===== config.mk =====
export PLATFORM = sky130hd
export DESIGN_NAME = bounded_ordered_list_engine
export DESIGN_NICKNAME = d
export VERILOG_FILES = /design/src/hdl/bole_pkg.sv /design/src/hdl/bole_ram.sv /design/src/hdl/bole_dp.sv /design/src/hdl/bole_ctrl.sv /design/src/hdl/bounded_ordered_list_engine.sv
export VERILOG_INCLUDE_DIRS = /design/src /design/src/hdl
export SDC_FILE = /design/constraint.sdc
export NUM_CORES = 1
export LEC_CHECK = 0
export BUFFER_PORTS_ARGS = -buffer_cell sky130_fd_sc_hd__buf_2
export CORE_ASPECT_RATIO = 0.7
export CORE_MARGIN = 2
export CORE_UTILIZATION = 50
export DETAILED_ROUTE_END_ITERATION = 10
export GPL_ROUTABILITY_DRIVEN = 0
export PLACE_DENSITY = 0.66
export SLEW_MARGIN = 10
export SYNTH_ARGS = -nofsm -noshare
export SYNTH_HDL_FRONTEND = slang
export SYNTH_SLANG_ARGS = --single-unit
export TNS_END_PERCENT = 30

===== constraint.sdc =====
create_clock -name clk -period 6.32 [get_ports clk]
set_input_delay 0.948 -clock clk [delete_from_list [all_inputs] [get_ports clk]]
set_output_delay 0.948 -clock clk [all_outputs]
set_load 0.1 [all_outputs]

===== src/hdl/bounded_ordered_list_engine_macros.svh =====
// Assertion macros used by the list engine datapath.
`ifndef BOUNDED_ORDERED_LIST_ENGINE_MACROS_SVH
`define BOUNDED_ORDERED_LIST_ENGINE_MACROS_SVH

// Same-cycle implication, clocked on clk, off while rst_n is low.
`define BOLE_ASSERT_SAME(lbl, ante, cons, msg) \
  lbl: assert property (@(posedge clk) disable iff (!rst_n) (ante) |-> (cons)) \
    else $error(msg);

// Next-cycle implication, clocked on clk, off while rst_n is low.
`define BOLE_ASSERT_NEXT(lbl, ante, cons, msg) \
  lbl: assert property (@(posedge clk) disable iff (!rst_n) (ante) |=> (cons)) \
    else $error(msg);

`endif


===== src/hdl/bole_pkg.sv =====
// Shared types, constants and helpers for the bounded ordered list engine.
package bole_pkg;

  localparam int CAPACITY    = 16;
  localparam int MAX_RESULTS = 16;
  localparam int DATA_W      = 32;
  localparam int OPC_W       = 3;
  localparam int STS_W       = 2;
  localparam int IDX_W       = 4;
  localparam int CNT_W       = 5;
  localparam int AW          = $clog2(CAPACITY);
  localparam int CW          = $clog2(CAPACITY + 1);

  typedef enum logic [OPC_W-1:0] {
    OP_ADD_FRONT = 3'd0,
    OP_ADD_POS   = 3'd1,
    OP_ADD_TAIL  = 3'd2,
    OP_REM_FRONT = 3'd3,
    OP_REM_POS   = 3'd4,
    OP_REM_TAIL  = 3'd5,
    OP_SEARCH    = 3'd6,
    OP_DUMP      = 3'd7
  } opcode_t;

  typedef enum logic [STS_W-1:0] {
    ST_OK        = 2'd0,
    ST_EMPTY     = 2'd1,
    ST_FULL      = 2'd2,
    ST_NOT_FOUND = 2'd3
  } status_t;

  typedef enum logic [1:0] {
    EK_NONE   = 2'd0,
    EK_STATUS = 2'd1,
    EK_ENTRY  = 2'd2,
    EK_MISS   = 2'd3
  } emit_kind_t;

  typedef struct packed {
    logic       load;
    logic       decode;
    logic       rd;
    logic       wr_move;
    logic       step;
    logic       commit;
    emit_kind_t emit;
  } ctrl_cmd_t;

  typedef struct packed {
    logic reject;
    logic is_ins;
    logic is_rem;
    logic is_search;
    logic at_end;
    logic hit;
    logic dump_last;
  } dp_sts_t;

  // 1-based position to 0-based index, clamped to 0..hi
  function automatic logic [CW-1:0] clamp_idx(input logic signed [DATA_W-1:0] pos,
                                               input logic [CW-1:0] hi);
    logic signed [DATA_W-1:0] pm1;
    logic [DATA_W-1:0]        hi_w;
    pm1  = pos - 32'sd1;
    hi_w = DATA_W'(hi);
    if (pos < 32'sd1) begin
      return '0;
    end else if ($unsigned(pm1) > hi_w) begin
      return hi;
    end else begin
      return pm1[CW-1:0];
    end
  endfunction

endpackage


===== src/hdl/bole_ram.sv =====
// Generic single-write, single-read RAM with registered read data.
module bole_ram #(
  parameter int WIDTH = 32,
  parameter int DEPTH = 16
) (
  input  logic                     clk,
  input  logic                     we,
  input  logic [$clog2(DEPTH)-1:0] waddr,
  input  logic [WIDTH-1:0]         wdata,
  input  logic                     re,
  input  logic [$clog2(DEPTH)-1:0] raddr,
  output logic [WIDTH-1:0]         rdata
);

  logic [WIDTH-1:0] mem [DEPTH];
  logic [WIDTH-1:0] rdata_r;

  always_ff @(posedge clk) begin
    if (we) begin
      mem[waddr] <= wdata;
    end
    if (re) begin
      rdata_r <= mem[raddr];
    end
  end

  assign rdata = rdata_r;

endmodule


===== src/hdl/bole_dp.sv =====
// Datapath: operand latches, list count, walk pointer, entry RAM and result registers.
`include "bounded_ordered_list_engine_macros.svh"

module bole_dp import bole_pkg::*; (
  input  logic                     clk,
  input  logic                     rst_n,
  input  logic [OPC_W-1:0]         in_opcode,
  input  logic signed [DATA_W-1:0] in_item_value,
  input  logic signed [DATA_W-1:0] in_position,
  input  ctrl_cmd_t                cmd,
  output dp_sts_t                  sts,
  output logic                     out_valid,
  output logic [STS_W-1:0]         out_status,
  output logic [IDX_W-1:0]         out_entry_index,
  output logic signed [DATA_W-1:0] out_entry_value,
  output logic [CNT_W-1:0]         out_entry_count,
  output logic                     out_last
);

  opcode_t                  op_r;
  logic signed [DATA_W-1:0] val_r;
  logic signed [DATA_W-1:0] pos_r;
  logic [CW-1:0]            count_r, count_nxt;
  logic [CW-1:0]            ptr_r, ptr_nxt;
  logic [CW-1:0]            end_r, end_nxt;
  status_t                  st_r, st_nxt;

  logic                     out_valid_r;
  status_t                  out_status_r;
  logic [IDX_W-1:0]         out_idx_r;
  logic [DATA_W-1:0]        out_val_r;
  logic [CNT_W-1:0]         out_cnt_r;
  logic                     out_last_r;

  logic              is_ins, is_rem, is_search, is_dump;
  logic              full, empty;
  logic [CW-1:0]     cnt_m1, dump_end;
  logic [CW-1:0]     rd_ptr;
  logic [DATA_W-1:0] rdata;
  logic              we;
  logic [AW-1:0]     waddr;
  logic [DATA_W-1:0] wdata;

  assign is_ins    = (op_r == OP_ADD_FRONT) || (op_r == OP_ADD_POS) || (op_r == OP_ADD_TAIL);
  assign is_rem    = (op_r == OP_REM_FRONT) || (op_r == OP_REM_POS) || (op_r == OP_REM_TAIL);
  assign is_search = (op_r == OP_SEARCH);
  assign is_dump   = (op_r == OP_DUMP);
  assign full      = (count_r == CW'(CAPACITY));
  assign empty     = (count_r == '0);
  assign cnt_m1    = count_r - 1'b1;
  assign dump_end  = (32'(count_r) > 32'(MAX_RESULTS)) ? CW'(MAX_RESULTS) : count_r;

  assign sts.reject    = (is_ins && full) || ((is_rem || is_dump) && empty);
  assign sts.is_ins    = is_ins;
  assign sts.is_rem    = is_rem;
  assign sts.is_search = is_search;
  assign sts.at_end    = (ptr_r == end_r);
  assign sts.hit       = (rdata == val_r);
  assign sts.dump_last = ({1'b0, ptr_r} + 1'b1) == {1'b0, end_r};

  // source of a shift: one below for insert, one above for remove
  always_comb begin
    rd_ptr = ptr_r;
    if (is_ins) begin
      rd_ptr = ptr_r - 1'b1;
    end else if (is_rem) begin
      rd_ptr = ptr_r + 1'b1;
    end
  end

  always_comb begin
    we    = 1'b0;
    waddr = ptr_r[AW-1:0];
    wdata = rdata;
    if (cmd.wr_move) begin
      we = 1'b1;
    end else if (cmd.commit && is_ins) begin
      we    = 1'b1;
      waddr = end_r[AW-1:0];
      wdata = val_r;
    end
  end

  bole_ram #(
    .WIDTH (DATA_W),
    .DEPTH (CAPACITY)
  ) u_ram (
    .clk   (clk),
    .we    (we),
    .waddr (waddr),
    .wdata (wdata),
    .re    (cmd.rd),
    .raddr (rd_ptr[AW-1:0]),
    .rdata (rdata)
  );

  always_comb begin
    count_nxt = count_r;
    ptr_nxt   = ptr_r;
    end_nxt   = end_r;
    st_nxt    = st_r;
    if (cmd.decode) begin
      st_nxt = ST_OK;
      if (is_ins) begin
        if (full) st_nxt = ST_FULL;
        ptr_nxt = count_r;
        case (op_r)
          OP_ADD_FRONT: end_nxt = '0;
          OP_ADD_POS:   end_nxt = clamp_idx(pos_r, count_r);
          default:      end_nxt = count_r;
        endcase
      end else if (is_rem) begin
        if (empty) st_nxt = ST_EMPTY;
        end_nxt = cnt_m1;
        case (op_r)
          OP_REM_FRONT: ptr_nxt = '0;
          OP_REM_POS:   ptr_nxt = clamp_idx(pos_r, cnt_m1);
          default:      ptr_nxt = cnt_m1;
        endcase
      end else begin
        if (is_dump && empty) st_nxt = ST_EMPTY;
        ptr_nxt = '0;
        end_nxt = is_search ? count_r : dump_end;
      end
    end
    if (cmd.step) begin
      ptr_nxt = is_ins ? ptr_r - 1'b1 : ptr_r + 1'b1;
    end
    if (cmd.commit) begin
      count_nxt = is_ins ? count_r + 1'b1 : count_r - 1'b1;
    end
  end

  always_ff @(posedge clk) begin
    if (!rst_n) begin
      count_r     <= '0;
      out_valid_r <= 1'b0;
    end else begin
      count_r     <= count_nxt;
      out_valid_r <= (cmd.emit != EK_NONE);
    end
  end

  always_ff @(posedge clk) begin
    if (cmd.load) begin
      op_r  <= opcode_t'(in_opcode);
      val_r <= in_item_value;
      pos_r <= in_position;
    end
    ptr_r <= ptr_nxt;
    end_r <= end_nxt;
    st_r  <= st_nxt;
    case (cmd.emit)
      EK_STATUS: begin
        out_status_r <= st_r;
        out_idx_r    <= '0;
        out_val_r    <= '0;
        out_last_r   <= 1'b1;
      end
      EK_MISS: begin
        out_status_r <= ST_NOT_FOUND;
        out_idx_r    <= '0;
        out_val_r    <= '0;
        out_last_r   <= 1'b1;
      end
      EK_ENTRY: begin
        out_status_r <= ST_OK;
        out_idx_r    <= IDX_W'(ptr_r);
        out_val_r    <= rdata;
        out_last_r   <= is_search || sts.dump_last;
      end
      default: begin
      end
    endcase
    out_cnt_r <= CNT_W'(count_r);
  end

  assign out_valid       = out_valid_r;
  assign out_status      = out_status_r;
  assign out_entry_index = out_idx_r;
  assign out_entry_value = out_val_r;
  assign out_entry_count = out_cnt_r;
  assign out_last        = out_last_r;

  `BOLE_ASSERT_SAME(a_cnt_bound, 1'b1, count_r <= CW'(CAPACITY), "count beyond capacity")
  `BOLE_ASSERT_NEXT(a_ins_grow, cmd.commit && is_ins, count_r == $past(count_r) + 1'b1, "no grow")
  `BOLE_ASSERT_NEXT(a_last_gap, out_valid_r && out_last_r, !out_valid_r, "result straight after final result")
  `BOLE_ASSERT_SAME(a_empty_cnt, out_valid_r && (out_status_r == ST_EMPTY), out_cnt_r == '0, "empty status with entries")

endmodule


===== src/hdl/bole_ctrl.sv =====
// Controller: sequences decode, entry shifts, scans and result transfers.
module bole_ctrl import bole_pkg::*; (
  input  logic      clk,
  input  logic      rst_n,
  input  logic      start,
  output logic      busy,
  input  dp_sts_t   sts,
  output ctrl_cmd_t cmd
);

  typedef enum logic [9:0] {
    S_IDLE     = 10'b0000000001,
    S_DECODE   = 10'b0000000010,
    S_MOVE_CHK = 10'b0000000100,
    S_MOVE_RD  = 10'b0000001000,
    S_MOVE_WR  = 10'b0000010000,
    S_COMMIT   = 10'b0000100000,
    S_EMIT     = 10'b0001000000,
    S_SCAN_CHK = 10'b0010000000,
    S_SCAN_RD  = 10'b0100000000,
    S_SCAN_EV  = 10'b1000000000
  } state_t;

  state_t state_r, state_nxt;

  always_comb begin
    state_nxt = state_r;
    cmd       = '0;
    cmd.emit  = EK_NONE;
    case (state_r)
      S_IDLE: begin
        if (start) begin
          cmd.load  = 1'b1;
          state_nxt = S_DECODE;
        end
      end
      S_DECODE: begin
        cmd.decode = 1'b1;
        if (sts.reject) begin
          state_nxt = S_EMIT;
        end else if (sts.is_ins || sts.is_rem) begin
          state_nxt = S_MOVE_CHK;
        end else begin
          state_nxt = S_SCAN_CHK;
        end
      end
      S_MOVE_CHK: begin
        state_nxt = sts.at_end ? S_COMMIT : S_MOVE_RD;
      end
      S_MOVE_RD: begin
        cmd.rd    = 1'b1;
        state_nxt = S_MOVE_WR;
      end
      S_MOVE_WR: begin
        cmd.wr_move = 1'b1;
        cmd.step    = 1'b1;
        state_nxt   = S_MOVE_CHK;
      end
      S_COMMIT: begin
        cmd.commit = 1'b1;
        state_nxt  = S_EMIT;
      end
      S_EMIT: begin
        cmd.emit  = EK_STATUS;
        state_nxt = S_IDLE;
      end
      S_SCAN_CHK: begin
        if (sts.at_end) begin
          cmd.emit  = EK_MISS;
          state_nxt = S_IDLE;
        end else begin
          state_nxt = S_SCAN_RD;
        end
      end
      S_SCAN_RD: begin
        cmd.rd    = 1'b1;
        state_nxt = S_SCAN_EV;
      end
      S_SCAN_EV: begin
        if (sts.is_search) begin
          if (sts.hit) begin
            cmd.emit  = EK_ENTRY;
            state_nxt = S_IDLE;
          end else begin
            cmd.step  = 1'b1;
            state_nxt = S_SCAN_CHK;
          end
        end else begin
          cmd.emit  = EK_ENTRY;
          cmd.step  = 1'b1;
          state_nxt = sts.dump_last ? S_IDLE : S_SCAN_CHK;
        end
      end
      default: begin
        state_nxt = S_IDLE;
      end
    endcase
  end

  always_ff @(posedge clk) begin
    if (!rst_n) begin
      state_r <= S_IDLE;
    end else begin
      state_r <= state_nxt;
    end
  end

  assign busy = (state_r != S_IDLE);

endmodule


===== src/hdl/bounded_ordered_list_engine.sv =====
// Top level: bounded ordered list engine, controller plus datapath.
// Add/remove: decode, one RAM read and one write per entry shifted, commit, status result.
// Search: entries are compared in order; a hit returns index and value, a miss not-found.
// Dump: entries up to MAX_RESULTS come out in order; rejected operations give a status only.
// One transfer at a time: busy drops as the final result shows; the receiver cannot stall.
// Synchronous active-low reset empties the list; entry storage is not cleared.
module bounded_ordered_list_engine import bole_pkg::*; (
  input  logic                     clk,
  input  logic                     rst_n,
  input  logic                     start,
  output logic                     busy,
  input  logic [OPC_W-1:0]         in_opcode,
  input  logic signed [DATA_W-1:0] in_item_value,
  input  logic signed [DATA_W-1:0] in_position,
  output logic                     out_valid,
  output logic [STS_W-1:0]         out_status,
  output logic [IDX_W-1:0]         out_entry_index,
  output logic signed [DATA_W-1:0] out_entry_value,
  output logic [CNT_W-1:0]         out_entry_count,
  output logic                     out_last
);

  ctrl_cmd_t cmd;
  dp_sts_t   sts;

  bole_ctrl u_ctrl (
    .clk   (clk),
    .rst_n (rst_n),
    .start (start),
    .busy  (busy),
    .sts   (sts),
    .cmd   (cmd)
  );

  bole_dp u_dp (
    .clk             (clk),
    .rst_n           (rst_n),
    .in_opcode       (in_opcode),
    .in_item_value   (in_item_value),
    .in_position     (in_position),
    .cmd             (cmd),
    .sts             (sts),
    .out_valid       (out_valid),
    .out_status      (out_status),
    .out_entry_index (out_entry_index),
    .out_entry_value (out_entry_value),
    .out_entry_count (out_entry_count),
    .out_last        (out_last)
  );

endmodule


==> reports/qor.yml, run 1 <==
run_status:
  outcome: "finished, final reports clean"
route:
  vias_per_cell: 6.03
  wl_met3_um: 4490
  wl_um: 62300
  wl_met1_um: 28300
  drtPass1Iterations: 6
  ant_nets: 0
  wire_per_inst_um: 26.6
  dr_total_vias: 14200
  drt_iter0_drc: 1848
  highest_layer: "met4"
  wl_met2_um: 28700
  drc_errors: 0
critical_path:
  crit_top_cell: "and3b_1"
  required_ps: 6640
  cp-end-kind: "flip-flop"
  crit_path_end: "u_dp.u_ram.mem[9][23]$_DFFE_PP_"
  crit_type: "reg2reg"
  r2r_end: "u_dp.u_ram.mem[9][23]$_DFFE_PP_"
  r2r_start: "u_ctrl.state_r[0]$_SDFFE_PN1P_"
  crit_fanout: 24
  rrSetupSlack_ps: 1860
  arrival_ps: 4780
  worstPathCellList: "nor4_1 > and3b_1 > and3b_1 > nand2_2 > nor3b_1 > a31oi_1 > nor2_4 > buf_4"
  slowest_delay_ps: 1000
  worstSetupStartpoint: "u_ctrl.state_r[0]$_SDFFE_PN1P_"
  worstSetupStartpointType: "flip-flop"
  rr_worst_depth: 8
  slowest_stage: "nor2_4"
clock_network:
  clkSinkCount: 683
  cts-root-buf: "clkbuf_16"
  cts_resized: 0
  cts_tree: "yes"
  clock_path_buffers: 3
  cts_made_buffers: 61
  postCtsHoldBufs: 0
  clkLatencyLatePin_ps: 640
  path_clk_slew_ps: 60
  cts.htree.levels: 2
  cts_setup_buffers: 0
synth:
  syn_area_um2: 27500
  synth_top_area_share_pct: 72.2
  avgSynthCellArea_um2: 19.3
  synth_xor_area_share_pct: 1.97
  synth_edf_count: 662
  ys_top_cells_by_area: "edfxtp_1 72%, mux4_2 10%, mux2i_1 4.0%"
  synth_compound_area_share_pct: 2.01
  synth.distinct_cells: 55
  yosys-top-cells-count: "662 x edfxtp_1, 128 x mux4_2, 111 x mux2i_1"
  synth.area.mux_share_pct: 15.9
  syn_inst: 1430
  synth-seq-area-share_pct: 73.7
  synth-seq-cells: 683
  synth_fa_ha_area_share_pct: 0.682
  yosys_warnings: 0
  ys.flop_type: "edfxtp_1"
  syn-num-nets: 1515
  synthSimpleGateAreaFrac_pct: 4.58
  synth_top_family_by_area: "multiplexers"
  synth.most_common_cell: "edfxtp_1"
  synth_top_cell_by_area: "edfxtp_1"
  async_flop_share_pct: 0
global_routing:
  antenna_found_initial: 0
  gr-total-overflow: 0
  grt_pass1_vias: 14100
  grt_max_degree: 92
  grt_first_pass_wirelength_um: 93400
  track_usage_pct: 22.1
floorplan:
  num_rows: 71
  die_w_um: 284
  initial_utilization_pct: 50.9
  core_um2: 54100
  ios: 116
  die_y_um: 200
  die_area_um2: 57000
min_path:
  hold_start: "in_item_value[13]"
  hold_path.class: "in2reg"
layout:
  regArea_um2: 20300
  antenna_cells: 0
  multi_input_area_um2: 7110
  drive_gt1_share_pct: 26.5
  nets: 1657
  fillers: 3979
  syn2layout_area_growth_pct: 14.0
power_and_ir_drop:
  p_leak_nw: 10.4
  powerDensity_nw_per_um2: 306
  vdd_ir_drop_max_uv: 327
  fin_total_pwr_mw: 9.61
place:
  portBuffers: 115
  hpwl_um: 37000
sta:
  final.setup_skew_ps: 28.3
  finalSetupTns_ps: 0
  max_freq_mhz: 224
  finalSetupViolCount: 0
  slew_violations: 0
  rsz0062_at_grt: "no"
  fin_crit_sh_pct: 70.5
  hold_violations: 0
  worst_slew_pin_slew_ps: 1150
  period_needed_ps: 4460
  slew_headroom_pct: 23.5
job:
  maxCapViolations: 0
cell families after synthesis:
family | Yosys count
simple gates | 227
buf+inv | 85
mux | 272
compound gates | 86
xor+xnor | 62
flops | 683
fa+ha+maj | 15
flip-flops by register name, indices dropped and copies added (netlist names):
register and cells:
u_dp.u_ram.mem 512, u_dp.out_entry_value 32, u_dp.pos_r 32, u_dp.u_ram.rdata 32, u_dp.val_r 32, u_ctrl.state_r 10
u_dp.count_r 5, u_dp.end_r 5, u_dp.out_entry_count 5, u_dp.ptr_r 5, u_dp.out_entry_index 4, u_dp.op_r 3
u_dp.out_status 2, u_dp.st_r 2, u_dp.out_last 1, u_dp.out_valid 1
placed cells by master (no fill, tap or decap), types with 21 or more instances in the layout:
| master | n |
|---|---|
| and3_1 | 39 |
| buf_2 | 115 |
| buf_4 | 28 |
| clkbuf_16 | 62 |
| dfxtp_1 | 21 |
| edfxtp_1 | 662 |
| mux2_2 | 32 |
| mux2i_1 | 111 |
| mux4_2 | 128 |
| nand2_1 | 36 |
| nor2_1 | 23 |
| nor4_1 | 24 |
| xor2_1 | 42 |
routing by layer:
metal / global-route usage [%] / up-vias
met3: 3.37 / 80
met2: 33.5 / 589
met1: 34.3 / 7381
met4: 4.61 / 0
li1: - / 6111
met5: 0 / -
critical path: cells and delay by family (launching register included):
kind                   cells  cell delay, ps
AOI/OAI and AO/OA          1             240
buffers and inverters      1             370
DFF                        1             370
and+or+nand+nor            6            3160
report_power, final:
| group | internal (mW) | leakage [nW] | switching (mW) | total (mW) |
|---|---|---|---|---|
| Clock | 2.36 | 1.05 | 1.62 | 3.98 |
| Sequential | 4.96 | 6.10 | 0.0420 | 5.01 |
| Combinational | 0.284 | 3.23 | 0.335 | 0.618 |
through the flow:
step                      instance area (um^2)  setup slack [ps]  hold slack (ps)  cells  util (%)
final                                    31400              1860              484   2348      58.0
after global routing                     31400              1710              461   2348      58.0
after CTS                                31400              1950              450   2348      58.0
after detailed placement                 29200              1960              484   2239      54.0
after global placement                   29200              2160              503   2239      54.0
after floorplan                          27500              1740              329   1430         -
cell type report:
type | instances | share of cell area [%]
clock buffers | 69 | 5.03
clock inverters | 40 | 1.83
inverters | 18 | 0.215
multi-input cells | 662 | 22.6
flip-flops and latches | 683 | 64.7
well taps | 730 | 2.91
repair buffers | 146 | 2.69
worst min path at each step:
stage	depth (start not counted)	slack (ps)	to
after CTS	1	450	u_dp.val_r[13]$_DFFE_PP_
after floorplan	0	330	u_dp.out_entry_count[2]$_DFF_P_
after global routing	1	460	u_dp.pos_r[19]$_DFFE_PP_
final	1	480	u_dp.val_r[13]$_DFFE_PP_
after global placement	0	500	u_dp.out_entry_count[4]$_DFF_P_
after detailed placement	0	480	u_dp.out_entry_count[1]$_DFF_P_
Note: power is estimated with default switching activity, not from simulation.
==> inputs of run 2 (changes only) <==
==> constraint.sdc (replaced) <==
create_clock -name clk -period 4.3 [get_ports clk]
set_input_delay 0.645 -clock clk [delete_from_list [all_inputs] [get_ports clk]]
set_output_delay 0.645 -clock clk [all_outputs]
set_load 0.1 [all_outputs]
==> run 2 against run 1 <==
- sequential share of layout area is essentially flat
- largest cell class unchanged
- first-iteration DRC count decreased by 8.9%
- critical path depth shrank 1
- critical path type unchanged
- fmax grew 18%
- largest power group unchanged
- die area unchanged
- non-clock buffer count rose by 5
- clock-buffer cell count rose by 10
==> reports/qor.yml, run 2 (synthesis gave the netlist of run 1 again) <==
floorplan:
  num_rows: 71  # unchanged
  die_y_um: 200  # unchanged
  die_area_um2: 57000  # unchanged
  core_um2: 54100  # unchanged
  initial_utilization_pct: 50.9  # unchanged
  ios: 116  # unchanged
  die_w_um: 284  # unchanged
clock_network:
  cts.htree.levels: 3  # was 2
  clkLatencyLatePin_ps: 600  # was 640 ps
  cts_setup_buffers: 0  # unchanged
  clock_path_buffers: 3  # unchanged
  cts_resized: 0  # unchanged
  cts-root-buf: "clkbuf_16"  # unchanged
  cts_tree: "yes"  # unchanged
  path_clk_slew_ps: 70  # was 60 ps
  cts_made_buffers: 66  # was 61
  postCtsHoldBufs: 0  # unchanged
  clkSinkCount: 683  # unchanged
sta:
  slew_headroom_pct: 22.8  # was 23.5%
  slew_violations: 0  # unchanged
  finalSetupViolCount: 0  # unchanged
  worst_slew_pin_slew_ps: 1150  # about the same
  period_needed_ps: 3780  # was 4460 ps
  max_freq_mhz: 265  # was 224 MHz
  final.setup_skew_ps: 20.3  # was 28.3 ps
  hold_violations: 0  # unchanged
  rsz0062_at_grt: "no"  # unchanged
  finalSetupTns_ps: 0  # unchanged
  fin_crit_sh_pct: 87.9  # was 70.5%
global_routing:
  track_usage_pct: 21.9  # was 22.1%
  grt_pass1_vias: 13900  # was 14100
  grt_max_degree: 85  # was 92
  antenna_found_initial: 1  # was 0
  grt_first_pass_wirelength_um: 91800  # was 93400 um
  gr-total-overflow: 0  # unchanged
power_and_ir_drop:
  fin_total_pwr_mw: 13.8  # was 9.61 mW
  comb_power_share_pct: 6.9  # was 6.4%
  netSwitchingPower_mw: 2.97  # was 2.00 mW
  p_seq_share_pct: 53.2  # was 52.1%
  p_leak_nw: 10.4  # about the same
  vdd_ir_drop_max_uv: 354  # was 327 uV
  clkPwrFrac_pct: 39.9  # was 41.5%
  swShare_pct: 21.5  # was 20.8%
  intPower_mw: 10.9  # was 7.61 mW
  powerDensity_nw_per_um2: 440  # was 306 nW/um^2
critical_path:
  critical_path_cell_count: 7  # was 8
  worstSetupStartpointType: "flip-flop"  # unchanged
  slowest_delay_ps: 770  # was 1000 ps
  crit_top_cell: "and3b_1"  # unchanged
  critical_path.top_delay_family: "simple AND/OR/NAND/NOR gates"  # unchanged
  cp-end-kind: "flip-flop"  # unchanged
  crit_fanout: 32  # was 24
  required_ps: 4520  # was 6640 ps
  slowest_stage: "a31oi_1"  # was nor2_4
  crit_type: "reg2reg"  # unchanged
  rr_worst_depth: 7  # was 8
  path_buf_inv: 1  # unchanged
  worstPathCellList: "nor4_1 > and3b_1 > and3b_1 > nand2_2 > buf_4 > a31oi_1 > nor2_4"  # was nor4_1 > and3b_1 > and3b_1 > nand2_2 > nor3b_1 > a31oi_1 > nor2_4 > buf_4
  arrival_ps: 4000  # was 4780 ps
route:
  dr_total_vias: 14100  # was 14200
  drt_iter0_drc: 1683  # was 1848
  drtPass1Iterations: 8  # was 6
  ant_nets: 0  # unchanged
  wl_um: 61800  # was 62300 um
  wire_per_inst_um: 26.2  # was 26.6 um
  drc_errors: 0  # unchanged
  vias_per_cell: 5.99  # was 6.03
layout:
  syn2layout_area_growth_pct: 14.0  # about the same
  largest_register: "u_dp.u_ram.mem"  # unchanged
  nets: 1667  # was 1657
  drive_gt1_share_pct: 26.2  # was 26.5%
  mostFrequentLayoutCells: "662 x edfxtp_1, 128 x mux4_2, 115 x buf_2"  # unchanged
  regArea_um2: 20300  # unchanged
  fillers: 3989  # was 3979
  multi_input_area_um2: 7120  # was 7110 um^2
  largest_reg_flops: 512  # unchanged
  final_common_cell: "edfxtp_1"  # unchanged
place:
  hpwl_um: 38200  # was 37000 um
  portBuffers: 115  # unchanged
job:
  maxCapViolations: 0  # unchanged
min_path:
  hold_path.class: "in2reg"  # unchanged
  hold_path_depth: 1  # unchanged
run_status:
  outcome: "finished, final reports clean"  # unchanged
run 2: cell count changes in the layout (fill, tap and decap cells not counted), sizes merged:
cell	change
clkbuf	+10
clkinvlp	+1
clkinv	+6
diode	+1
bufinv	-9
buf	+5
run 2: power groups by stage:
stage / clock, mW / combinational (mW) / sequential [mW]
floorplan: 0 / 0.667 / 7.48
global placement: 0 / 0.953 / 7.49
detailed placement: 0 / 0.964 / 7.50
CTS: 5.60 / 0.967 / 7.35
global route: 5.87 / 1.02 / 7.36
finish: 5.51 / 0.956 / 7.36
run 2: per-stage QoR:
step	hold WS, ps	instance area, um^2	std cells	util (%)	worst slack (ps)
global route	190	31400	2361	58.0	294
CTS	187	31400	2361	58.0	558
floorplan	329	27500	1430	-	422
global placement	488	29400	2244	54.3	739
finish	218	31400	2362	58.0	522
detailed placement	484	29400	2244	54.3	594
run 2: layout make-up:
cell class / count / share of cell area, %
flip-flops and latches: 683 / 64.7
clock inverters: 38 / 0.996
clock buffers: 79 / 5.42
multi-input cells: 662 / 22.7
inverters: 18 / 0.215
well taps: 730 / 2.91
diodes: 1 / 0.00797
repair buffers: 151 / 3.13
run 2: worst paths after layout:
| kind | start | endpoint | slack [ps] |
|---|---|---|---|
| setup reg to reg | u_ctrl.state_r[0]$_SDFFE_PN1P_ | u_dp.u_ram.mem[4][25]$_DFFE_PP_ | 520 |
| hold / removal | in_position[20] | u_dp.pos_r[20]$_DFFE_PP_ | 220 |
| hold reg to reg | u_dp.count_r[1]$_SDFFE_PN0N_ | u_dp.out_entry_count[1]$_DFF_P_ | 510 |
| setup / recovery | u_ctrl.state_r[0]$_SDFFE_PN1P_ | u_dp.u_ram.mem[4][25]$_DFFE_PP_ | 520 |
run 2: metal layers:
layer,global-route usage (%),part of all wire (%)
met3,4.31,7.2
met4,5.34,2.0
met2,31.6,44
met1,34.4,47
met5,0,0
